File: src/rtl/aqi_pkg.sv
`timescale 1ns / 1ps

package aqi_pkg;

  // Table geometry and default row count
  localparam int unsigned TAB_ROWS     = 6;
  localparam int unsigned SEGMENTS_DEF = 6;
  localparam int unsigned LANES        = 5;

  // Field widths
  localparam int unsigned LEVEL_W = 14;
  localparam int unsigned VOC_W   = 9;
  localparam int unsigned SUB_W   = 10;
  localparam int unsigned CAT_W   = 3;
  localparam int unsigned IN_W    = 72;
  localparam int unsigned OUT_W   = 64;

  // Datapath widths
  localparam int unsigned DI_W    = 8;   // index span of one segment
  localparam int unsigned DEN2_W  = 14;  // twice the level span of one segment
  localparam int unsigned RECIP_W = 17;  // floor(2^RECIP_SH / den2)
  localparam int unsigned NUM_W   = 24;  // rounded numerator, non-negative part
  localparam int unsigned OFF_W   = 16;  // level minus segment low bound
  localparam int unsigned PROD_W  = 25;  // span times offset
  localparam int unsigned RECIP_SH = 24;
  localparam int unsigned QUO_W   = NUM_W + RECIP_W - RECIP_SH;

  localparam logic [SUB_W-1:0] SUB_MAX = 10'd1023;

  // Pipeline depth
  localparam int unsigned LANE_STAGES  = 6;
  localparam int unsigned MERGE_STAGES = 2;
  localparam int unsigned PIPE_STAGES  = LANE_STAGES + MERGE_STAGES;

  // Category codes
  localparam logic [CAT_W-1:0] CAT_GOOD      = 3'd0;
  localparam logic [CAT_W-1:0] CAT_MODERATE  = 3'd1;
  localparam logic [CAT_W-1:0] CAT_SENSITIVE = 3'd2;
  localparam logic [CAT_W-1:0] CAT_UNHEALTHY = 3'd3;
  localparam logic [CAT_W-1:0] CAT_VERY_BAD  = 3'd4;
  localparam logic [CAT_W-1:0] CAT_HAZARDOUS = 3'd5;

  typedef enum logic [2:0] {
    LANE_PM1  = 3'd0,
    LANE_PM25 = 3'd1,
    LANE_PM4  = 3'd2,
    LANE_PM10 = 3'd3,
    LANE_VOC  = 3'd4
  } lane_e;

  // Breakpoints per pollutant: c_lo, c_hi, i_lo, i_hi
  localparam int unsigned BP_TAB [LANES][TAB_ROWS][4] = '{
    '{ '{0, 80, 0, 50}, '{81, 254, 51, 100}, '{255, 354, 101, 150},
       '{355, 504, 151, 200}, '{505, 754, 201, 300}, '{755, 5004, 301, 500} },
    '{ '{0, 120, 0, 50}, '{121, 354, 51, 100}, '{355, 554, 101, 150},
       '{555, 1504, 151, 200}, '{1505, 2504, 201, 300}, '{2505, 5004, 301, 500} },
    '{ '{0, 350, 0, 50}, '{351, 754, 51, 100}, '{755, 1254, 101, 150},
       '{1255, 1754, 151, 200}, '{1755, 2504, 201, 300}, '{2505, 5004, 301, 500} },
    '{ '{0, 540, 0, 50}, '{550, 1540, 51, 100}, '{1550, 2540, 101, 150},
       '{2550, 3540, 151, 200}, '{3550, 4240, 201, 300}, '{4250, 6040, 301, 500} },
    '{ '{0, 300, 0, 50}, '{300, 500, 51, 100}, '{500, 1000, 101, 150},
       '{1000, 3000, 151, 200}, '{4000, 5000, 201, 300}, '{5000, 10000, 301, 500} }
  };

  // floor(2^24 / (2 * (c_hi - c_lo))) for each row above
  localparam int unsigned RECIP_TAB [LANES][TAB_ROWS] = '{
    '{104857, 48489, 84733, 56299, 33689, 1974},
    '{69905, 36002, 42153, 8839, 8397, 3356},
    '{23967, 20815, 16810, 16810, 11199, 3356},
    '{15534, 8473, 8473, 8473, 12157, 4686},
    '{27962, 41943, 16777, 4194, 8388, 1677}
  };

  // Per-segment constants as the lane datapath uses them
  typedef struct packed {
    logic [LEVEL_W-1:0] c_lo;
    logic [LEVEL_W-1:0] c_hi;
    logic [DI_W-1:0]    d_i;
    logic [DEN2_W-1:0]  den2;
    logic [RECIP_W-1:0] recip;
    logic [NUM_W-1:0]   base;   // i_lo * den2 + den, the rounding offset folded in
  } seg_t;

  function automatic seg_t seg_row(lane_e lane, int unsigned row);
    seg_t        s;
    int unsigned l;
    int unsigned clo;
    int unsigned chi;
    int unsigned ilo;
    int unsigned ihi;
    l   = int'(lane);
    clo = BP_TAB[l][row][0];
    chi = BP_TAB[l][row][1];
    ilo = BP_TAB[l][row][2];
    ihi = BP_TAB[l][row][3];
    s.c_lo  = LEVEL_W'(clo);
    s.c_hi  = LEVEL_W'(chi);
    s.d_i   = DI_W'(ihi - ilo);
    s.den2  = DEN2_W'(2 * (chi - clo));
    s.recip = RECIP_W'(RECIP_TAB[l][row]);
    s.base  = NUM_W'(ilo * 2 * (chi - clo) + (chi - clo));
    return s;
  endfunction

  typedef logic [LANES-1:0][SUB_W-1:0] sub_vec_t;

  // Result word fields
  typedef struct packed {
    logic [CAT_W-1:0] category;
    logic [SUB_W-1:0] overall_index;
    sub_vec_t         subs;
  } result_t;

endpackage

File: src/rtl/aqi_merge.sv
`timescale 1ns / 1ps

module aqi_merge import aqi_pkg::*; (
  input  logic                    clk_i,
  input  logic [MERGE_STAGES-1:0] en_i,
  input  logic                    combine_all_five_i,
  input  sub_vec_t                subs_i,
  output result_t                 result_o
);

  logic [SUB_W-1:0] max_core;
  logic [SUB_W-1:0] max_all;
  logic [SUB_W-1:0] max_q;
  sub_vec_t         subs_q;
  logic [CAT_W-1:0] cat;
  result_t          result_q;

  // Maximum over PM2.5, PM10 and VOC, widened to all five on request
  always_comb begin
    max_core = subs_i[LANE_PM25];
    if (subs_i[LANE_PM10] > max_core) begin
      max_core = subs_i[LANE_PM10];
    end
    if (subs_i[LANE_VOC] > max_core) begin
      max_core = subs_i[LANE_VOC];
    end
    max_all = max_core;
    if (combine_all_five_i) begin
      if (subs_i[LANE_PM1] > max_all) begin
        max_all = subs_i[LANE_PM1];
      end
      if (subs_i[LANE_PM4] > max_all) begin
        max_all = subs_i[LANE_PM4];
      end
    end
  end

  always_ff @(posedge clk_i) begin
    if (en_i[0]) begin
      max_q  <= max_all;
      subs_q <= subs_i;
    end
  end

  // Category bands of the overall index
  always_comb begin
    if (max_q <= SUB_W'(50)) begin
      cat = CAT_GOOD;
    end else if (max_q <= SUB_W'(100)) begin
      cat = CAT_MODERATE;
    end else if (max_q <= SUB_W'(150)) begin
      cat = CAT_SENSITIVE;
    end else if (max_q <= SUB_W'(200)) begin
      cat = CAT_UNHEALTHY;
    end else if (max_q <= SUB_W'(300)) begin
      cat = CAT_VERY_BAD;
    end else begin
      cat = CAT_HAZARDOUS;
    end
  end

  always_ff @(posedge clk_i) begin
    if (en_i[1]) begin
      result_q.category      <= cat;
      result_q.overall_index <= max_q;
      result_q.subs          <= subs_q;
    end
  end

  assign result_o = result_q;

endmodule

File: config.mk
export PLATFORM = sky130hd
export DESIGN_NAME = aqi_merge
export DESIGN_NICKNAME = d
export VERILOG_FILES = /design/src/rtl/aqi_pkg.sv /design/src/rtl/aqi_merge.sv
export SDC_FILE = /design/constraint.sdc
export NUM_CORES = 1
export LEC_CHECK = 0
export BUFFER_PORTS_ARGS = -buffer_cell sky130_fd_sc_hd__buf_2
export CAP_MARGIN = 15
export CORE_MARGIN = 4
export CORE_UTILIZATION = 40
export CTS_CLUSTER_SIZE = 24
export DETAILED_ROUTE_END_ITERATION = 16
export PLACE_DENSITY_LB_ADDON = 0.15
export SLEW_MARGIN = 20
export SYNTH_ARGS = -nofsm -noshare
export SYNTH_HDL_FRONTEND = slang
export SYNTH_SLANG_ARGS = --single-unit
File: constraint.sdc
create_clock -name clk_i -period 21.4 [get_ports clk_i]
set_clock_uncertainty 0.15 [all_clocks]
set_input_delay 4.28 -clock clk_i [delete_from_list [all_inputs] [get_ports clk_i]]
set_output_delay 4.28 -clock clk_i [all_outputs]
set_load 0.01 [all_outputs]
After elaboration in Yosys (flattened, before gate mapping):

Index checks and enable logic that the tools add are counted.

* memories kept: 0
* latch bits: 0
* bits in read-only memories: 0
* word-level logic and storage cells: 36
* register bits after elaboration: 123
* output and inout bits: 63
* bits in writable memories: 0

* magnitude comparators: 9
* shift-type cells: 0
* equal/unequal tests: 0
* add/sub/neg operators: 0
* reductions and logical operators: 2
* divide/modulo/power cells: 0
* multiply operators: 0
* bitwise gates (word level): 0
* mux-type cells: 10

Operators by type and width (number)
* 10-bit 2-to-1 mux: 6
* 10-bit > comparator: 4
* 10-bit by 8-bit <= comparator with 1-bit output, second input constant: 2
* 10-bit by 6-bit <= comparator with 1-bit output, second input constant: 1
* 10-bit by 7-bit <= comparator with 1-bit output, second input constant: 1
* 10-bit by 9-bit <= comparator with 1-bit output, second input constant: 1
* 2-bit 2-to-1 mux: 2
* 4-bit OR reduction: 1
* 1-bit 2-to-1 mux: 2
* 2-bit OR reduction: 1

Longest topological paths before layout:

* depth after elaboration: 10
* gate-level depth with buffers: 44
* mapped depth without buffers: 38

Worst setup path after synthesis:

Ideal clock, no wire load.

* kind: input -> register
* start: in subs_i[19] (netlist bit)
* end: reg max_q[3], data pin
* required time: 20976 ps
* stages on the path: 41
* setup time: 274 ps
* arrival: 11040 ps
* path slack: 9936 ps
* cell sequence: inv_1 > ha_1 > nand4_2 > nor2_2 > a2111oi_4 > nor2_1 > buf_1 > clkbuf_1 > a21oi_1 > ha_1 > and4_1 > nand2_1 > nor3_1 > nand3_1 > o41ai_2 > o21ai_2 > nand2_1 > o21a_1 > (+5 left out) > nand4_1 > or3_1 > a22o_1 > nand2_1 > a21oi_2 > buf_6 > buf_6 > a21oi_1 > ha_1 > and3_1 > a221o_1 > nand2_1 > a31oi_1 > nand2b_1 > buf_1 > a211o_1 > a21oi_1 > a211oi_1

* word-level cells in the longest chain between the ends: 10

RTL lines
* from (decl): RTL line aqi_merge.sv:7 `input sub_vec_t subs_i,`
* 10-bit > comparator: RTL line aqi_merge.sv:21 `if (subs_i[LANE_PM10] > max_core) begin`
* 10-bit 2-to-1 mux *: RTL line aqi_merge.sv:21
* 10-bit > comparator: RTL line aqi_merge.sv:24 `if (subs_i[LANE_VOC] > max_core) begin`
* 10-bit 2-to-1 mux *: RTL line aqi_merge.sv:24
* 10-bit > comparator: RTL line aqi_merge.sv:29 `if (subs_i[LANE_PM1] > max_all) begin`
* 10-bit 2-to-1 mux: RTL line aqi_merge.sv:29
* 10-bit 2-to-1 mux: RTL line aqi_merge.sv:28 `if (combine_all_five_i) begin`
* 10-bit > comparator: RTL line aqi_merge.sv:32 `if (subs_i[LANE_PM4] > max_all) begin`
* 10-bit 2-to-1 mux: RTL line aqi_merge.sv:32
* 10-bit 2-to-1 mux *: RTL line aqi_merge.sv:28
* via max_all[3]: RTL line aqi_merge.sv:12 `logic [SUB_W-1:0] max_all;`
* to (signal assigned): RTL line aqi_merge.sv:40 `max_q <= max_all;`
* to (decl): RTL line aqi_merge.sv:13 `logic [SUB_W-1:0] max_q;`

The timed path passes the listed nets; every way through them passes the cells marked *. The select of a mux whose other input is x is not followed.
A chain may end at the register's enable or synchronous reset.

Worst setup path after layout:

* start: in subs_i[14] (netlist bit)
* end: reg max_q[4], data pin

The elaborated chain is that of the path after synthesis.

==> flow_summary.ini <==
[clock_tree]
cts_tree = yes
htreeDepth = 4
clock_latency_ns = 0.41
clk_pin_slew_ns = 0.06
holdBufCountCts = 0
post_cts_buffers = 0
cts_resized = 0
tritoncts.num_buffers = 17
clk_path_buf_depth = 2
cts-root-buf = clkbuf_16
cts_sinks = 123

[yosys]
synth.yosys.seq_area_share = 0.658
netlist_area_um2 = 5610
synth_cells = 399
synth_edf_count = 123
syn-num-nets = 490
yosys.area.top_type = edfxtp_1
yosysWarnings = 0
synth.area.top_cells = edfxtp_1 66%, ha_1 8.3%, nor2_1 3.5%, a21oi_1 2.7%, a221oi_2 2.4%
yosys.area.top_type_share = 0.658
async_flop_share = 0
avgSynthCellArea_um2 = 14.1
ys_seq_elements = 123
yosysUniqueCellTypes = 57
synth_top_flop_cell = edfxtp_1

[placement]
place_inst = 689
dpl.hpwl_um = 8790
port_buffers = 116
placedInstanceArea_um2 = 6390
pre_cts_ws_ns = 8.70
place.gp.congestion = 0.827

[detailed_routing]
drt_first_pass_iters = 4
via_count = 3653
viasPerCell = 5.05
wirelength_um = 12200
drt_iter0_markers = 290
drc = 0
wl_per_cell_um = 16.9
antenna_left = 0

[global_routing]
grt_pass1_wl_um = 19500
gr-total-overflow = 0
grt_pass1_vias = 3698
antenna_found_initial = 2
grt_usage = 0.159
grt_max_degree = 64

[timing]
fin_crit_ns = 12.36
setup_tns_ns = 0
finalSetupViolations = 0
setup_slack_ns = 9.04
rsz0062_at_grt = false
finalCritPeriodShare = 0.578
max_slew_margin = 0.448
worst_pin_slew_ns = 0.826
drv_slew = 0
fmax_ghz = 0.0809
finalHoldViolCount = 0

[floorplan]
core.rowCount = 43
fp.dieArea_um2 = 16000
die_w_um = 126
start_util = 0.406
die_y_um = 126
io_pins = 117
coreArea_um2 = 13800

[min_path]
hp-class = register to register

[worst_setup_path]
cp-end-kind = register
cp.arrival_ns = 12.42
crit_fanout = 30
crit_type = input port to register
start_kind = input port
required_ns = 21.46
cp_common_cell = nor2_1
slowest_delay_ns = 0.67
worst_path_max_delay_cell = nor2_2

[final_layout]
design_area_um2 = 6990
final_nets = 619
area_growth_pct = 24.6
layout.cells.non_filler = 723
drive_gt1_frac = 0.318
utilization = 0.505

[power]
ir_worst_vdd_mv = 0.0456
p_per_area_nw_per_um2 = 105
leakage_nw = 2.83

[status]
status = completed

[job]
max-cap-violations = 0
==> synth_stat cells, types with 2 or more instances <==
master	count
a31oi_1	2
o31ai_1	2
o211ai_1	3
and3_1	2
a211oi_1	3
clkbuf_1	3
edfxtp_1	123
o21ai_1	3
a21oi_2	2
a21o_1	6
ha_1	37
a21oi_1	30
a221oi_2	9
a211o_1	2
nor3_1	4
mux2_2	2
nand2b_1	4
nand3_1	5
xnor2_1	2
buf_1	2
nand2_1	18
or3_1	2
a31o_2	2
o21ai_0	7
and4_1	3
buf_6	2
nor2_1	52
mux2i_1	8
a41oi_1	2
nand4_1	4
inv_1	25
nor2b_1	3
==> metal layers <==
| metal | vias up | global-route usage | wire length (µm) |
|---|---|---|---|
| met3 | 19 | 0.0451 | 687 |
| li1 | 1804 | - | - |
| met2 | 117 | 0.241 | 5630 |
| met1 | 1713 | 0.210 | 5620 |
| met4 | 0 | 0.0795 | 252 |
| met5 | - | 0 | 0 |
==> metrics by stage <==
step                      hold WS, ns  power (mW)
after floorplan                 0.250       0.405
after global placement          0.250       0.449
after detailed placement        0.255       0.452
after CTS                       0.267       0.742
after global routing            0.272       0.772
final                           0.265       0.734
==> worst max-delay path: cells and delay by family <==
family          cells  cell delay, ns
fa+ha+maj           4            1.16
compound gates     10            1.92
mux                 1            0.49
buf+inv             3            0.46
simple gates       20            4.08
==> cell type report <==
type                    instances  area [µm²]
fillers                      1186        6840
well taps                     180         225
inverters                      25        93.8
multi-input cells             242        1770
flip-flops and latches        123        3690
clock inverters                15         171
clock buffers                  17         425
diodes                          2        5.00
repair buffers                119         603
==> final timing paths <==
check        cells past startpoint           end  slack (ns)        from
max                             38      max_q[4]        9.04  subs_i[14]
min                              0   result_o[6]        0.27   subs_q[6]
max reg2reg                      7  result_o[60]       19.45    max_q[1]
min reg2reg                      0   result_o[6]        0.27   subs_q[6]
==> where the power goes <==
group          switching [mW]  internal [mW]  leakage (nW)  total [mW]
clock                   0.104          0.182         0.277       0.286
combinational          0.0850         0.0546          1.35       0.140
sequential             0.0119          0.297          1.20       0.308
==> cell usage in the layout, fill, tap and decap left out, types with 5 or more instances in the layout <==
cell	count
inv_1	25
a221oi_2	9
clkinvlp_4	5
nand3_1	5
o21ai_0	7
clkbuf_16	17
ha_1	37
buf_2	116
mux2i_1	8
edfxtp_1	123
nand2_1	18
nor2_1	51
a21o_1	6
a21oi_1	30
==> sequential cells by signal, summed over array words and instances (netlist names) <==
register,cells
subs_q,50
result_o,63
max_q,10
==> logic make-up (layout without fill, tap and decap cells) <==
kind of cell	after synthesis	in the layout	share of synthesized area
fa+ha+maj	37	37	0.0825
other cells	0	2	0
xor+xnor	2	2	0.00312
mux	10	10	0.0183
buf+inv	34	176	0.0263
simple gates	101	101	0.0819
flops	123	123	0.658
compound gates	92	92	0.129
Note: power is estimated with default switching activity, not from simulation.
