**src/rtl/aqi_pkg.sv**
```systemverilog
`timescale 1ns / 1ps

package aqi_pkg;

  // Table geometry and default row count
  localparam int unsigned TAB_ROWS     = 6;
  localparam int unsigned SEGMENTS_DEF = 6;
  localparam int unsigned LANES        = 5;

  // Field widths
  localparam int unsigned LEVEL_W = 14;
  localparam int unsigned VOC_W   = 9;
  localparam int unsigned SUB_W   = 10;
  localparam int unsigned CAT_W   = 3;
  localparam int unsigned IN_W    = 72;
  localparam int unsigned OUT_W   = 64;

  // Datapath widths
  localparam int unsigned DI_W    = 8;   // index span of one segment
  localparam int unsigned DEN2_W  = 14;  // twice the level span of one segment
  localparam int unsigned RECIP_W = 17;  // floor(2^RECIP_SH / den2)
  localparam int unsigned NUM_W   = 24;  // rounded numerator, non-negative part
  localparam int unsigned OFF_W   = 16;  // level minus segment low bound
  localparam int unsigned PROD_W  = 25;  // span times offset
  localparam int unsigned RECIP_SH = 24;
  localparam int unsigned QUO_W   = NUM_W + RECIP_W - RECIP_SH;

  localparam logic [SUB_W-1:0] SUB_MAX = 10'd1023;

  // Pipeline depth
  localparam int unsigned LANE_STAGES  = 6;
  localparam int unsigned MERGE_STAGES = 2;
  localparam int unsigned PIPE_STAGES  = LANE_STAGES + MERGE_STAGES;

  // Category codes
  localparam logic [CAT_W-1:0] CAT_GOOD      = 3'd0;
  localparam logic [CAT_W-1:0] CAT_MODERATE  = 3'd1;
  localparam logic [CAT_W-1:0] CAT_SENSITIVE = 3'd2;
  localparam logic [CAT_W-1:0] CAT_UNHEALTHY = 3'd3;
  localparam logic [CAT_W-1:0] CAT_VERY_BAD  = 3'd4;
  localparam logic [CAT_W-1:0] CAT_HAZARDOUS = 3'd5;

  typedef enum logic [2:0] {
    LANE_PM1  = 3'd0,
    LANE_PM25 = 3'd1,
    LANE_PM4  = 3'd2,
    LANE_PM10 = 3'd3,
    LANE_VOC  = 3'd4
  } lane_e;

  // Breakpoints per pollutant: c_lo, c_hi, i_lo, i_hi
  localparam int unsigned BP_TAB [LANES][TAB_ROWS][4] = '{
    '{ '{0, 80, 0, 50}, '{81, 254, 51, 100}, '{255, 354, 101, 150},
       '{355, 504, 151, 200}, '{505, 754, 201, 300}, '{755, 5004, 301, 500} },
    '{ '{0, 120, 0, 50}, '{121, 354, 51, 100}, '{355, 554, 101, 150},
       '{555, 1504, 151, 200}, '{1505, 2504, 201, 300}, '{2505, 5004, 301, 500} },
    '{ '{0, 350, 0, 50}, '{351, 754, 51, 100}, '{755, 1254, 101, 150},
       '{1255, 1754, 151, 200}, '{1755, 2504, 201, 300}, '{2505, 5004, 301, 500} },
    '{ '{0, 540, 0, 50}, '{550, 1540, 51, 100}, '{1550, 2540, 101, 150},
       '{2550, 3540, 151, 200}, '{3550, 4240, 201, 300}, '{4250, 6040, 301, 500} },
    '{ '{0, 300, 0, 50}, '{300, 500, 51, 100}, '{500, 1000, 101, 150},
       '{1000, 3000, 151, 200}, '{4000, 5000, 201, 300}, '{5000, 10000, 301, 500} }
  };

  // floor(2^24 / (2 * (c_hi - c_lo))) for each row above
  localparam int unsigned RECIP_TAB [LANES][TAB_ROWS] = '{
    '{104857, 48489, 84733, 56299, 33689, 1974},
    '{69905, 36002, 42153, 8839, 8397, 3356},
    '{23967, 20815, 16810, 16810, 11199, 3356},
    '{15534, 8473, 8473, 8473, 12157, 4686},
    '{27962, 41943, 16777, 4194, 8388, 1677}
  };

  // Per-segment constants as the lane datapath uses them
  typedef struct packed {
    logic [LEVEL_W-1:0] c_lo;
    logic [LEVEL_W-1:0] c_hi;
    logic [DI_W-1:0]    d_i;
    logic [DEN2_W-1:0]  den2;
    logic [RECIP_W-1:0] recip;
    logic [NUM_W-1:0]   base;   // i_lo * den2 + den, the rounding offset folded in
  } seg_t;

  function automatic seg_t seg_row(lane_e lane, int unsigned row);
    seg_t        s;
    int unsigned l;
    int unsigned clo;
    int unsigned chi;
    int unsigned ilo;
    int unsigned ihi;
    l   = int'(lane);
    clo = BP_TAB[l][row][0];
    chi = BP_TAB[l][row][1];
    ilo = BP_TAB[l][row][2];
    ihi = BP_TAB[l][row][3];
    s.c_lo  = LEVEL_W'(clo);
    s.c_hi  = LEVEL_W'(chi);
    s.d_i   = DI_W'(ihi - ilo);
    s.den2  = DEN2_W'(2 * (chi - clo));
    s.recip = RECIP_W'(RECIP_TAB[l][row]);
    s.base  = NUM_W'(ilo * 2 * (chi - clo) + (chi - clo));
    return s;
  endfunction

  typedef logic [LANES-1:0][SUB_W-1:0] sub_vec_t;

  // Result word fields
  typedef struct packed {
    logic [CAT_W-1:0] category;
    logic [SUB_W-1:0] overall_index;
    sub_vec_t         subs;
  } result_t;

endpackage

```
**src/rtl/aqi_lane.sv**
```systemverilog
`timescale 1ns / 1ps

module aqi_lane import aqi_pkg::*; #(
  parameter lane_e       LANE     = LANE_PM1,
  parameter int unsigned SEGMENTS = SEGMENTS_DEF
) (
  input  logic                   clk_i,
  input  logic [LANE_STAGES-1:0] en_i,
  input  logic [LEVEL_W-1:0]     level_i,
  output logic [SUB_W-1:0]       sub_o
);

  localparam int unsigned ROWS  = (SEGMENTS < TAB_ROWS) ? SEGMENTS : TAB_ROWS;
  localparam int unsigned SEL_W = $clog2(ROWS);

  seg_t             row_tab [ROWS];
  logic [SEL_W-1:0] pick;
  seg_t             sel;

  // Build the breakpoint rows of this pollutant
  always_comb begin
    for (int i = 0; i < ROWS; i++) begin
      row_tab[i] = seg_row(LANE, i);
    end
  end

  // Pick the first segment whose upper bound holds the level, else the top one
  always_comb begin
    pick = SEL_W'(ROWS - 1);
    for (int i = ROWS - 1; i >= 0; i--) begin
      if (level_i <= row_tab[i].c_hi) begin
        pick = SEL_W'(i);
      end
    end
  end

  assign sel = row_tab[pick];

  // Stage 1: offset into the segment and its constants
  logic signed [OFF_W-1:0] off_q;
  logic [DI_W-1:0]         di_q;
  logic [NUM_W-1:0]        base1_q;
  logic [DEN2_W-1:0]       den1_q;
  logic [RECIP_W-1:0]      rc1_q;

  always_ff @(posedge clk_i) begin
    if (en_i[0]) begin
      off_q   <= $signed({2'b00, level_i}) - $signed({2'b00, sel.c_lo});
      di_q    <= sel.d_i;
      base1_q <= sel.base;
      den1_q  <= sel.den2;
      rc1_q   <= sel.recip;
    end
  end

  // Stage 2: span times offset
  logic signed [PROD_W-1:0] prod_q;
  logic [NUM_W-1:0]         base2_q;
  logic [DEN2_W-1:0]        den2_q;
  logic [RECIP_W-1:0]       rc2_q;

  always_ff @(posedge clk_i) begin
    if (en_i[1]) begin
      prod_q  <= $signed({1'b0, di_q}) * off_q;
      base2_q <= base1_q;
      den2_q  <= den1_q;
      rc2_q   <= rc1_q;
    end
  end

  // Stage 3: rounded numerator, flag a negative one
  logic signed [NUM_W+1:0] num_s;
  logic                    neg3_q;
  logic [NUM_W-1:0]        num3_q;
  logic [DEN2_W-1:0]       den3_q;
  logic [RECIP_W-1:0]      rc3_q;

  assign num_s = $signed({2'b00, base2_q}) + ($signed({prod_q[PROD_W-1], prod_q}) <<< 1);

  always_ff @(posedge clk_i) begin
    if (en_i[2]) begin
      neg3_q <= num_s[NUM_W+1];
      num3_q <= num_s[NUM_W-1:0];
      den3_q <= den2_q;
      rc3_q  <= rc2_q;
    end
  end

  // Stage 4: quotient estimate from the reciprocal, at most one short
  logic [NUM_W+RECIP_W-1:0] est;
  logic [QUO_W-1:0]         q4_q;
  logic [NUM_W-1:0]         num4_q;
  logic [DEN2_W-1:0]        den4_q;
  logic                     neg4_q;

  assign est = num3_q * rc3_q;

  always_ff @(posedge clk_i) begin
    if (en_i[3]) begin
      q4_q   <= est[NUM_W+RECIP_W-1:RECIP_SH];
      num4_q <= num3_q;
      den4_q <= den3_q;
      neg4_q <= neg3_q;
    end
  end

  // Stage 5: remainder of the estimate
  logic [QUO_W+DEN2_W-1:0] back;
  logic [NUM_W-1:0]        rem5_q;
  logic [QUO_W-1:0]        q5_q;
  logic [DEN2_W-1:0]       den5_q;
  logic                    neg5_q;

  assign back = q4_q * den4_q;

  always_ff @(posedge clk_i) begin
    if (en_i[4]) begin
      rem5_q <= num4_q - back[NUM_W-1:0];
      q5_q   <= q4_q;
      den5_q <= den4_q;
      neg5_q <= neg4_q;
    end
  end

  // Stage 6: correct by one, clamp at zero and saturate
  logic [QUO_W:0]     q_fix;
  logic [SUB_W-1:0]   sub_q;

  assign q_fix = {1'b0, q5_q} + ((rem5_q >= NUM_W'(den5_q)) ? (QUO_W+1)'(1) : '0);

  always_ff @(posedge clk_i) begin
    if (en_i[5]) begin
      if (neg5_q) begin
        sub_q <= '0;
      end else if (q_fix > (QUO_W+1)'(SUB_MAX)) begin
        sub_q <= SUB_MAX;
      end else begin
        sub_q <= q_fix[SUB_W-1:0];
      end
    end
  end

  assign sub_o = sub_q;

endmodule

```
**config.mk**
```make
export PLATFORM = sky130hd
export DESIGN_NAME = aqi_lane
export DESIGN_NICKNAME = d
export VERILOG_FILES = /design/src/rtl/aqi_pkg.sv /design/src/rtl/aqi_lane.sv
export SDC_FILE = /design/constraint.sdc
export NUM_CORES = 2
export LEC_CHECK = 0
export BUFFER_PORTS_ARGS = -buffer_cell sky130_fd_sc_hd__buf_2
export CAP_MARGIN = 5
export CORE_MARGIN = 4
export CORE_UTILIZATION = 57
export DETAILED_ROUTE_END_ITERATION = 8
export HOLD_SLACK_MARGIN = 0.03
export PLACE_DENSITY = 0.83
export SYNTH_ARGS = -nofsm -noshare
export SYNTH_HDL_FRONTEND = slang
export SYNTH_SLANG_ARGS = --single-unit
export TNS_END_PERCENT = 100
```
**constraint.sdc**
```tcl
create_clock -name clk_i -period 5.96 [get_ports clk_i]
set_input_delay 0 -clock clk_i [delete_from_list [all_inputs] [get_ports clk_i]]
set_output_delay 0 -clock clk_i [all_outputs]
set_load 0.005 [all_outputs]
```
**Yosys cells after proc, flatten, opt, wreduce, memory -nomap -nowiden**

Memories as Yosys holds them, arrays and structs flattened.
Cells that the tools add are included.

- Register bits: 336
- Bits in read-only memories: 728
- Bits of input ports: 21
- Output and inout bits: 10
- Word-level logic and storage cells: 48
- Memories: 1

Memories:

| memory | words | width | read ports | clocked after Yosys merged registers in | wr ports | RTL line | RTL |
|---|---|---|---|---|---|---|---|
| (name not given) | 8 | 91 | 1 | 0 | 0 | aqi_lane.sv:37 | `assign sel = row_tab[pick];` |

- Add/sub/neg operators: 4
- Multipliers: 3
- $lt $le $gt $ge: 8
- Mux-type cells: 9
- Bitwise gates (word level): 1

Operators by type and width:

| kind | count |
|---|---|
| 2-to-1 mux 91 bit | 2 |
| multiplier 24 x 17 -> 41 bit | 1 |
| less-or-equal comparator 14 x 9 -> 1 bit, second input constant | 2 |
| adder 25 x 26 -> 26 bit | 1 |
| >= comparator 24 x 14 -> 1 bit | 1 |
| multiplier 17 x 14 -> 24 bit | 1 |
| multiplier 9 x 15 -> 24 bit | 1 |
| subtractor 24 bit | 1 |
| adder 17 x 1 -> 18 bit | 1 |
| greater-than comparator 18 x 10 -> 1 bit, second input constant | 1 |
| subtractor 14 x 14 -> 15 bit | 1 |
| less-or-equal comparator 14 x 10 -> 1 bit, second input constant | 1 |
| less-or-equal comparator 14 x 7 -> 1 bit, second input constant | 1 |
| less-or-equal comparator 14 x 8 -> 1 bit, second input constant | 1 |
| 2-to-1 mux 3 bit | 4 |
| 2-to-1 mux 10 bit | 1 |
| >= comparator 4 bit, second input constant | 1 |
| inverter 3 -> 4 bit | 1 |
| 2-to-1 mux 1 bit | 2 |

**Logic depth before layout (Yosys ltp)**

- Word-level depth: 11
- Gate-level depth with buffers: 24
- Mapped depth without buffers: 23

**Least setup slack after synthesis**

OpenSTA, ideal clock, no wires.

- Kind: reg2reg
- Start point: reg num3_q[8]
- End point: reg q4_q[16] (data pin)
- Library setup time: 260 ps
- Arrival time: 5998 ps
- Data required time: 5700 ps
- Slack: -298 ps
- Cell stages (with the launch flop): 23
- Path buffers: 1
- Clock period less this slack: 6258 ps
- Path through: edfxtp_1 clkbuf_1 nand2_1 fa_1 inv_1 fa_1 inv_1 fa_1 inv_1 fa_1 fa_1 inv_1 fa_1 inv_1 ha_1 nand4_1 a211oi_1 a2111oi_0 o31a_1 o31ai_2 a211o_1 a21oi_1 xnor2_1

- Longest elaborated chain between the ends: 1

RTL lines:

| what | RTL line | RTL |
|---|---|---|
| start, declared | aqi_lane.sv:74 | `logic [NUM_W-1:0] num3_q;` |
| start signal, assigned | aqi_lane.sv:83 | `num3_q <= num_s[NUM_W-1:0];` |
| multiplier 24 x 17 -> 41 bit | aqi_lane.sv:96 | `assign est = num3_q * rc3_q;` |
| via est[40] | aqi_lane.sv:90 | `logic [NUM_W+RECIP_W-1:0] est;` |
| end signal, assigned | aqi_lane.sv:100 | `q4_q <= est[NUM_W+RECIP_W-1:RECIP_SH];` |
| end, declared | aqi_lane.sv:91 | `logic [QUO_W-1:0] q4_q;` |

The timed path passes the listed nets, and every way through them passes these cells.
A chain may end at the register's enable or synchronous reset.

**Worst setup path in the final report**

- Start point: reg rc3_q[5]
- End point: reg q4_q[11] (data pin)

- Longest elaborated chain between the ends: 1

RTL lines:

| what | RTL line | RTL |
|---|---|---|
| start, declared | aqi_lane.sv:76 | `logic [RECIP_W-1:0] rc3_q;` |
| start signal, assigned | aqi_lane.sv:85 | `rc3_q <= rc2_q;` |
| multiplier 24 x 17 -> 41 bit | aqi_lane.sv:96 |  |
| via est[35] | aqi_lane.sv:90 |  |

The timed path passes the listed nets, and every way through them passes these cells.

==> impl_summary.md <==
Global route
For met3 alone, demand over resource in global routing was 4.218%. For met1 alone, demand over resource in global routing was 30.96%. The residual overflow from global routing is 0. The number of antenna violations at the first check in global routing is 3.

The met2 routing resource usage after global routing is 41.93%. The overall routing resource usage is 24.06%. The pin count of the biggest net entering global routing is 57.

The first global-routing pass estimated 118.9 mm of wire. After global routing, the most crowded layer is met2. The via count of the first global-routing pass is 24370.

Hold path
The worst hold path terminates at rem5_q[2]$_DFFE_PP_. The class of the tightest hold or removal check is in2reg. In this run the most critical hold path is launched from en_i[4]. The cell depth of the worst min-delay path is 2.

STA
The highest clock frequency the design can meet is 0.1550 GHz. For the final database, setup skew stands at 0.01634 ns. The normalized max-slew margin is 25.73%. The final max-slew violation count was 0.

Setup repair after global routing could not meet its margin everywhere. In the post-route analysis, the smallest setup slack over all paths is -0.4908 ns. Setup violations remaining at the end of the flow were counted as 16. The final number of hold-violating endpoints is 0. For the pin with the worst max-slew slack, the measured transition is approximately 1.1 ns. The post-route fraction of the period consumed by the critical path is 108.2%.

The final critical path time including I/O delays and setup is around 6.5 ns.

Placement
The congestion estimate from routability-driven global placement came to 0.8902. In this run the tool buffered the top-level ports with 30 buffer cells. Once placement finished, the instance area stood at 35310 um^2. The estimated wirelength of the detail-placed design is 55.84 mm.

Clocking
In this run the number of H-tree levels came out at 1. After clock tree synthesis, the clock-pin slew on the worst setup and hold paths is 0.06 ns. The clock net in this run drives a total of 264 sinks. Clock tree synthesis selected as its root buffer the cell sky130_fd_sc_hd__clkbuf_16. The maximum clock insertion buffer count is 3. The number of clock buffers added by TritonCTS is 31. For the worst-skew pair, the clock arrives at the later sink with an insertion delay of 0.59 ns.

The CTS tree is yes.

Worst setup path
The most numerous cell type found on the critical path is sky130_fd_sc_hd__fa_1. The capturing point of the worst reg2reg path is q4_q[11]$_DFFE_PP_. The kind of cell with the highest combined delay along the critical path is adder cells.

By startpoint and endpoint, the worst setup path is classified as reg2reg. Among all stages on the critical path, the largest delay is contributed by sky130_fd_sc_hd__fa_1. The worst-case reg-to-reg path depth is 21. Counting both buffers and inverters, the worst setup path holds a total of 6. On the worst path, the slowest cell contributes a delay of roughly 0.58 ns. The internal reg-to-reg setup slack is -0.49 ns. Data on the critical path arrives at its endpoint at 6.78 ns.

The critical-path maximum fanout is 7. The worst setup path is captured at a flop. In this run the critical register-to-register path is launched from rc3_q[5]$_DFFE_PP_. Traced cell by cell, the critical path runs through buf_6 > and2_1 > fa_1 > inv_1 > fa_1 > fa_1 > inv_2 > fa_2 > fa_1 > inv_1 > fa_1 > inv_2 > ha_4 > nand4_1 > a211oi_4 > a2111oi_4 > o31a_1 > o31ai_4 > buf_6 > a41oi_2 > xnor2_1. The element type at the critical path start is a flop. Data on the critical path is required at its endpoint by ~6.3 ns.

Route
Summed over all layers, the routed wires come to about 73 mm. The routed layout has 22510 vias. The routed length per placed instance is 17.32 um. The number of routed nets with antenna violations is 0.

The mean number of vias per cell is ~5.3. The remaining routing DRC violations is 0. The first TritonRoute pass finished after 6 iterations. The detailed router's first-iteration violation count is 1423.

Logic synthesis
The synthesized design contains between 200 and 300 enable-type register cells. Of all flip-flops after synthesis, the portion carrying an async set or reset was 0%. The synthesized netlist contains 59 unique library cells. In this run the mean area of a mapped cell was 10.30 um^2. The mapped cell area is 32530 um^2. After technology mapping, the gate count stands at 3159. Yosys printed 0 warnings. The flop and latch count out of synthesis is around 260. Of the synthesized area, sequential elements account for ~24%. The net count after synthesis is 4028. For this run, the leading register cell type out of synthesis is sky130_fd_sc_hd__edfxtp_1.

Cells and area
The synthesis-to-layout area growth is 15.98%. In the final layout, the share of cells above drive strength 1 is around 15%. With fillers left out, the area of the finished cells amounts to 37730 um^2.

The library cell used most frequently in the layout, excluding fill and tap cells, is sky130_fd_sc_hd__inv_1. The library cells used most frequently in the layout, excluding fill and tap cells, are sky130_fd_sc_hd__inv_1, sky130_fd_sc_hd__fa_1, sky130_fd_sc_hd__and2_1. Once layout is complete, the utilization of the core stands at 66.79%. The number of nets at the end of the flow is 4311.

Die
The die is roughly 250 um wide. The starting density of the core is 57.59%. The core region is around 56000 um^2.

Row generation in the floorplan step produced 87 rows. The floorplan step defined a die boundary enclosing 60960 um^2. The height of the die is roughly 250 um.

The number of ports placed on the die boundary is 31.

Status
The flow ran to the end, but the final reports show violations. The final reports fail on setup timing.

Job
The number of maximum-capacitance constraint violations is 0.
[worst reg2reg max path, cell delays in order, from the launching register on]
cell and delay, ns:
sky130_fd_sc_hd__edfxtp_1 0.50, sky130_fd_sc_hd__buf_6 0.19, sky130_fd_sc_hd__and2_1 0.17, sky130_fd_sc_hd__fa_1 0.50
sky130_fd_sc_hd__inv_1 0.06, sky130_fd_sc_hd__fa_1 0.50, sky130_fd_sc_hd__fa_1 0.58, sky130_fd_sc_hd__inv_2 0.05
sky130_fd_sc_hd__fa_2 0.46, sky130_fd_sc_hd__fa_1 0.55, sky130_fd_sc_hd__inv_1 0.07, sky130_fd_sc_hd__fa_1 0.49
sky130_fd_sc_hd__inv_2 0.05, sky130_fd_sc_hd__ha_4 0.26, sky130_fd_sc_hd__nand4_1 0.15, sky130_fd_sc_hd__a211oi_4 0.36
sky130_fd_sc_hd__a2111oi_4 0.12, sky130_fd_sc_hd__o31a_1 0.34, sky130_fd_sc_hd__o31ai_4 0.30, sky130_fd_sc_hd__buf_6 0.19
sky130_fd_sc_hd__a41oi_2 0.12, sky130_fd_sc_hd__xnor2_1 0.17
[stage by stage]
step	worst slack (ns)	hold WS [ns]	TNS (ns)	cells
final	-0.4908	0.05815	-5.378	4224
after global routing	-0.6108	0.08654	-7.656	4224
after CTS	-0.3088	0.05452	-2.620	4206
after detailed placement	-0.6434	0.3565	-6.320	4094
after global placement	-0.5167	0.3400	-4.672	4094
after floorplan	-0.0001070	0.1125	-0.0001070	3159
[how the worst max path moves through the flow]
| stage | startpoint | endpoint | slack, ns | cells past startpoint |
|---|---|---|---|---|
| after CTS | num3_q[11]$_DFFE_PP_ | q4_q[16]$_DFFE_PP_ | -0.31 | 23 |
| after global placement | rc3_q[7]$_DFFE_PP_ | q4_q[11]$_DFFE_PP_ | -0.52 | 23 |
| final | rc3_q[5]$_DFFE_PP_ | q4_q[11]$_DFFE_PP_ | -0.49 | 21 |
| after detailed placement | rc3_q[7]$_DFFE_PP_ | q4_q[11]$_DFFE_PP_ | -0.64 | 23 |
| after global routing | rc3_q[5]$_DFFE_PP_ | q4_q[11]$_DFFE_PP_ | -0.61 | 21 |
| after floorplan | rc3_q[7]$_DFFE_PP_ | q4_q[16]$_DFFE_PP_ | -0.0001 | 22 |
[synthesized netlist by cell type, types with 3 or more instances]
cell	count	area [um^2]
sky130_fd_sc_hd__nand4_1	9	56.30
sky130_fd_sc_hd__a21boi_0	6	45.04
sky130_fd_sc_hd__nand3_1	20	100.1
sky130_fd_sc_hd__o21ai_0	36	180.2
sky130_fd_sc_hd__o211ai_1	5	37.54
sky130_fd_sc_hd__a21oi_1	71	355.3
sky130_fd_sc_hd__a31oi_1	9	56.30
sky130_fd_sc_hd__o21ai_1	5	25.02
sky130_fd_sc_hd__nor4_1	7	43.79
sky130_fd_sc_hd__clkbuf_1	76	285.3
sky130_fd_sc_hd__a211o_1	4	35.03
sky130_fd_sc_hd__or2_2	9	56.30
sky130_fd_sc_hd__nor3_1	16	80.08
sky130_fd_sc_hd__inv_1	773	2902
sky130_fd_sc_hd__nand2b_1	9	56.30
sky130_fd_sc_hd__o21bai_1	5	37.54
sky130_fd_sc_hd__and3_1	7	43.79
sky130_fd_sc_hd__edfxtp_1	264	7928
sky130_fd_sc_hd__o31ai_1	7	52.55
sky130_fd_sc_hd__or3_1	6	37.54
sky130_fd_sc_hd__xnor2_1	68	595.6
sky130_fd_sc_hd__and2_1	379	2371
sky130_fd_sc_hd__a211oi_1	10	75.07
sky130_fd_sc_hd__o21a_1	12	90.09
sky130_fd_sc_hd__fa_1	525	10510
sky130_fd_sc_hd__xor2_1	37	324.1
sky130_fd_sc_hd__a21o_1	34	255.2
sky130_fd_sc_hd__o2111ai_1	3	26.28
sky130_fd_sc_hd__nor2b_1	10	62.56
sky130_fd_sc_hd__nand2_1	294	1104
sky130_fd_sc_hd__nor2_1	80	300.3
sky130_fd_sc_hd__ha_1	323	4041
sky130_fd_sc_hd__a31o_2	3	26.28
sky130_fd_sc_hd__a41o_1	3	30.03
[final cells by class]
cell class,count,area [um^2]
Clock inverter,25,377.9
Fill cell,3819,18760
Clock buffer,33,783.3
Timing Repair Buffer,328,2695
Tap cell,756,945.9
Multi-Input combinational cell,2043,22090
Sequential cell,264,7928
Antenna cell,1,2.502
Inverter,774,2905
[metal layers]
layer  part of all wire, %  up-vias
met2                    50      810
li1                      -    10260
met1                    40    11270
met4                   2.9        2
met5                 0.018        -
met3                   6.5      175
[repair_timing]
item,4_1_cts,5_1_grt
pin swaps,100,79
resized for setup,104,72
buffers inserted,30,20
endpoints found under the hold margin,30,0
endpoints found under the setup margin,16,21
hold buffers,24,0
gates cloned,2,0
[cell families after synthesis]
family	count (synthesis)	share of synthesized area, %
buffers and inverters	852	9.830
multiplexers	1	0.03461
adder cells (fa/ha/maj)	848	44.73
AND/OR/NAND/NOR	858	13.55
XOR/XNOR	105	2.827
AO/OA/AOI/OAI	231	4.661
flip-flops	264	24.37
[state kept, by name (all words and copies together) (netlist names), 10 cells and up]
name and count:
q4_q 17, base1_q 10, prod_q 24, num3_q 24
sub_o 10, off_q 15, num4_q 24, rc1_q 15
rc3_q 16, base2_q 12, rc2_q 16, rem5_q 24
q5_q 17
Power is left out: the tool's default activity adds up to more than one toggle a clock period on the data nets, which glitch-free logic cannot reach.
